### config.mk
export PLATFORM = sky130hd
export DESIGN_NAME = bm25f_field
export DESIGN_NICKNAME = d
export VERILOG_FILES = /design/src/hw/rtl/bm25f_pkg.sv /design/src/hw/rtl/bm25f_field.sv
export SDC_FILE = /design/constraint.sdc
export NUM_CORES = 2
export LEC_CHECK = 0
export BUFFER_PORTS_ARGS = -buffer_cell sky130_fd_sc_hd__buf_2
export CORE_UTILIZATION = 60
export DETAILED_ROUTE_END_ITERATION = 10
export PLACE_DENSITY = 0.76
export SYNTH_ARGS = -nofsm -noshare
export SYNTH_HDL_FRONTEND = slang
export SYNTH_SLANG_ARGS = --single-unit
### constraint.sdc
create_clock -name clk -period 9.4 [get_ports clk]
set_input_delay 0.94 -clock clk [delete_from_list [all_inputs] [get_ports clk]]
set_output_delay 0.94 -clock clk [all_outputs]
set_load 0.03 [all_outputs]
### src/hw/rtl/bm25f_pkg.sv
// Shared types and constants for the BM25F term scorer.
`default_nettype none

package bm25f_pkg;

    // status reported with each score
    typedef enum logic [1:0] {
        ST_OK       = 2'd0,
        ST_ABSENT   = 2'd1,
        ST_ZERO_DIV = 2'd2,
        ST_ZERO_QTF = 2'd3
    } status_t;

    // configuration register index (byte address / 4)
    typedef enum logic [2:0] {
        REG_K1     = 3'd0,
        REG_K3     = 3'd1,
        REG_SUM_W  = 3'd2,
        REG_DESC_W = 3'd3,
        REG_SUM_B  = 3'd4,
        REG_DESC_B = 3'd5,
        REG_SUM_A  = 3'd6,
        REG_DESC_A = 3'd7
    } reg_idx_t;

    localparam logic [16:0] B_ONE = 17'd65536;  // b = 1.0 in Q1.16
    localparam int FDW = 41;                    // field length divisor width
    localparam int FQW = 48;                    // field value quotient width

endpackage

`default_nettype wire

### src/hw/rtl/bm25f_field.sv
// Length normalisation front end of one field: divisor, scaled numerator, flags.
`default_nettype none

module bm25f_field #(
    parameter int TF_BITS = 16
) (
    input  wire logic                        clk,
    input  wire logic                        en,
    input  wire logic [TF_BITS-1:0]          tf,
    input  wire logic [15:0]                 len,
    input  wire logic [15:0]                 w,
    input  wire logic [16:0]                 b,
    input  wire logic [23:0]                 avg,
    output logic [bm25f_pkg::FDW-1:0]        rem,
    output logic [bm25f_pkg::FQW-1:0]        num,
    output logic [bm25f_pkg::FDW-1:0]        den,
    output logic                             ovf,
    output logic                             tfz,
    output logic                             bad
);

    localparam int FDW = bm25f_pkg::FDW;
    localparam int FQW = bm25f_pkg::FQW;
    localparam int WTW = 16 + TF_BITS;
    localparam int NW  = TF_BITS + 40;
    localparam int HW  = (TF_BITS + 16 > FDW) ? TF_BITS + 16 : FDW;

    logic [16:0]     bsat;
    logic [FDW-1:0]  a1_reg;
    logic [32:0]     bl1_reg;
    logic [WTW-1:0]  wt1_reg;
    logic            tfz1_reg;
    logic [FDW-1:0]  d2_reg;
    logic [NW-1:0]   n2_reg;
    logic            tfz2_reg;
    logic [HW-1:0]   nh;
    logic [FDW-1:0]  rem_reg;
    logic [FQW-1:0]  num_reg;
    logic [FDW-1:0]  den_reg;
    logic            ovf_reg;
    logic            tfz_reg;
    logic            bad_reg;

    assign bsat = (b > bm25f_pkg::B_ONE) ? bm25f_pkg::B_ONE : b;
    assign nh   = HW'(n2_reg >> 24);

    always_ff @(posedge clk)
    begin
        if (en)
        begin
            // stage 1: the three products
            a1_reg   <= FDW'(bm25f_pkg::B_ONE - bsat) * FDW'(avg);
            bl1_reg  <= 33'(bsat) * 33'(len);
            wt1_reg  <= WTW'(w) * WTW'(tf);
            tfz1_reg <= (tf == '0);
            // stage 2: divisor and numerator w*tf*avg
            d2_reg   <= a1_reg + {bl1_reg, 8'b0};
            n2_reg   <= NW'(wt1_reg) * NW'(avg);
            tfz2_reg <= tfz1_reg;
            // stage 3: quotient overflow test; dividend is n * 2^24
            ovf_reg  <= (nh >= HW'(d2_reg));
            rem_reg  <= nh[FDW-1:0];
            num_reg  <= {n2_reg[23:0], 24'b0};
            den_reg  <= d2_reg;
            tfz_reg  <= tfz2_reg;
            bad_reg  <= !tfz2_reg && ((avg == '0) || (d2_reg == '0));
        end
    end

    assign rem = rem_reg;
    assign num = num_reg;
    assign den = den_reg;
    assign ovf = ovf_reg;
    assign tfz = tfz_reg;
    assign bad = bad_reg;

endmodule

`default_nettype wire

==> impl_results.md <==
- Status: finished clean
- WHS: 407 ps
- Dpl ws: -23.1 ps
- Post-CTS Setup Bufs: 0
- Diode count: 0
- Synth unique cells: 85
- Post-synth EDFFs: 305
- Final setup vio count: 0
- Achievable Freq: 112 MHz
- Post-CTS resize count: 0
- Clock transition at the registers of the reported paths: 60 ps
- CP max FO: 18
- TritonRoute pass-1 iters: 7
- # clock sinks: 305
- DRT Wirelength: 173000 µm
- Syn Area/Cell: 9.54 µm²
- Ys async rst share: 0%
- RR Startpoint: wt1_reg[14]
- WL/cell: 20.2 µm
- CP endpoint: a1_reg[24]
- CTS Root Cell: clkbuf_16
- CTS tree: yes
- Met2 Usage GRT: 51.2%
- Crit path required time: 9710 ps
- R2R Setup Slk: 1140 ps
- Die H: 336 µm
- Critical R2R Capture: n2_reg[52]
- # nets final: 9162
- Initial antenna violation count: 4
- Arrival time at the worst endpoint: 9280 ps
- Placed cell area: 69600 µm²
- Post-DRT Antenna Nets: 0
- I/O pins: 224
- DP Wirelength: 136000 µm
- Sequential area share after synthesis: 13.7%
- Leading cell type in the layout, fill and taps excluded: inv_1
- Gr ovfl total: 0
- Routed vias/inst: 5.64
- Flip-flop count of the largest register after layout: 56
- Endpoints failing hold: 0
- IO Port Bufs: 190
- Fin area: 70800 µm²
- Register area: 9160 µm²
- Worst path setup slack after routing: 432 ps
- Largest net degree at the start of global routing: 159
- Most frequent cells in the layout: inv_1 (1568), fa_1 (1413), nand2_1 (1214)
- Synth Register Bits: 305
- RePlAce Congestion: 0.978
- Share of layout cells above drive strength 1: 6.06%
- MaxCap Viol Count: 0
- Total placed cells including tap cells: 8519
- Post-Synthesis Cells: 7029
- Vias in the first global route: 51800
- Grt met1 use: 42.6%
- First-pass GRT wire length: 278000 µm
- Die outline width: 336 µm
- CP Launch Point: b[12]
- Tightest Pin Transition: 1270 ps
- H-tree depth: 2
- Post-synth top area share: 42.2%
- Filler cells: 9033
- YS warnings: 0
- Yosys top cell by area: fa_1
- Worst-Skew Late Latency: 580 ps
- Final min period: 8970 ps
- Maximum clock path buffer count: 3
- Top post-synthesis cells by area: fa_1 (42%), edfxtp_1 (14%), ha_1 (11%)
- Synthesis-to-layout area growth: 5.61%
- Fin cells: 8582
- Period Utilization, post-route: 95.4%
- Initial Utilization: 60.5%
- Core Box Area: 111000 µm²
- DRC errors left: 0
- Gr usage total: 31.8%
- Endpoint class of the critical path: flip-flop
- R2r worst-path depth: 24
- Startpoint Class: primary input
- CTS Buf Count: 35
- Pins Over Slew Limit: 0
- Mapped cell area: 67100 µm²
- Hold_buf cts: 0
- Worst slew margin: 14.7%
- Worst clock skew: 27.1 ps
- Die area: 113000 µm²
- Multi-input gate area: 50800 µm²
- First DRT Iteration DRCs: 3753
- CP Class: primary input to flip-flop
- Most Used Layer, Global Route: met2
- GRT met3 Usage: 7.63%
- Unrepaired setup endpoints after global routing: false
- Vias: 48400
- Ys flop type: edfxtp_1
- Class of the worst hold path: flip-flop to flip-flop
- Rows: 122
[worst max-delay path, stage by stage]
cell and delay, ps:
buf_2 120, nor3_1 510, nand3_1 230, o31ai_4 390, and2_1 200, nor3b_1 70
xnor2_2 910, nand2_1 210, fa_1 550, inv_1 50, fa_1 530, inv_1 50
fa_1 480, fa_1 540, inv_1 50, fa_1 490, fa_1 420, ha_1 360
a21o_1 200, a21oi_1 140, o21bai_1 80, a211oi_1 280, o21ai_0 180, a2111oi_0 640
nor2_1 160, a21o_1 210, a21oi_1 160, xnor2_1 80
[metrics by stage]
step / TNS, ps / util [%]
after global routing: 0 / 63.9
after global placement: 0 / 62.8
final: 0 / 63.9
after floorplan: 0 / -
after CTS: 0 / 63.9
after detailed placement: -23.1 / 62.8
[metal layers]
| metal | vias up | wire length [µm] |
|---|---|---|
| li1 | 21100 | - |
| met1 | 24300 | 67700 |
| met2 | 2527 | 80200 |
| met3 | 437 | 19100 |
| met4 | 6 | 6260 |
| met5 | - | 46 |
[synth_stat cells (46+ instances only)]
library cell  count
a21o_1           73
a21oi_1         140
and2_1          545
and3_1           46
clkbuf_1        312
edfxtp_1        305
fa_1           1413
ha_1            590
inv_1          1568
nand2_1        1214
nor2_1           94
o21ai_0          81
xnor2_1         123
xor2_1           51
[worst min path at each step]
stage,slack (ps),cells past startpoint,to,from
2_1_floorplan,400,0,d2_reg[0],a1_reg[0]
3_3_place_gp,400,0,num[35],n2_reg[11]
3_5_place_dp,400,0,num[40],n2_reg[16]
4_1_cts,410,0,num[29],n2_reg[5]
5_1_grt,410,0,num[29],n2_reg[5]
6_report,410,0,num[29],n2_reg[5]
[final cells by class]
cell class / count / share of cell area [%]
multi-input cells: 4842 / 71.7
clock buffers: 36 / 1.24
flip-flops and latches: 305 / 12.9
clock inverters: 27 / 0.465
inverters: 1568 / 8.31
repair buffers: 316 / 2.71
well taps: 1488 / 2.63
[logic make-up after synthesis]
group / share of synthesized area, %
other: 0.0112
DFF: 13.7
muxes: 0.0317
xor gates and xnor gates: 2.27
AOI/OAI and AO/OA: 5.12
and+or+nand+nor: 14.7
buffers and inverters: 11.1
adders and majority gates: 53.2
Power is left out: the tool's default activity adds up to more than one toggle a clock period on the data nets, which glitch-free logic cannot reach.
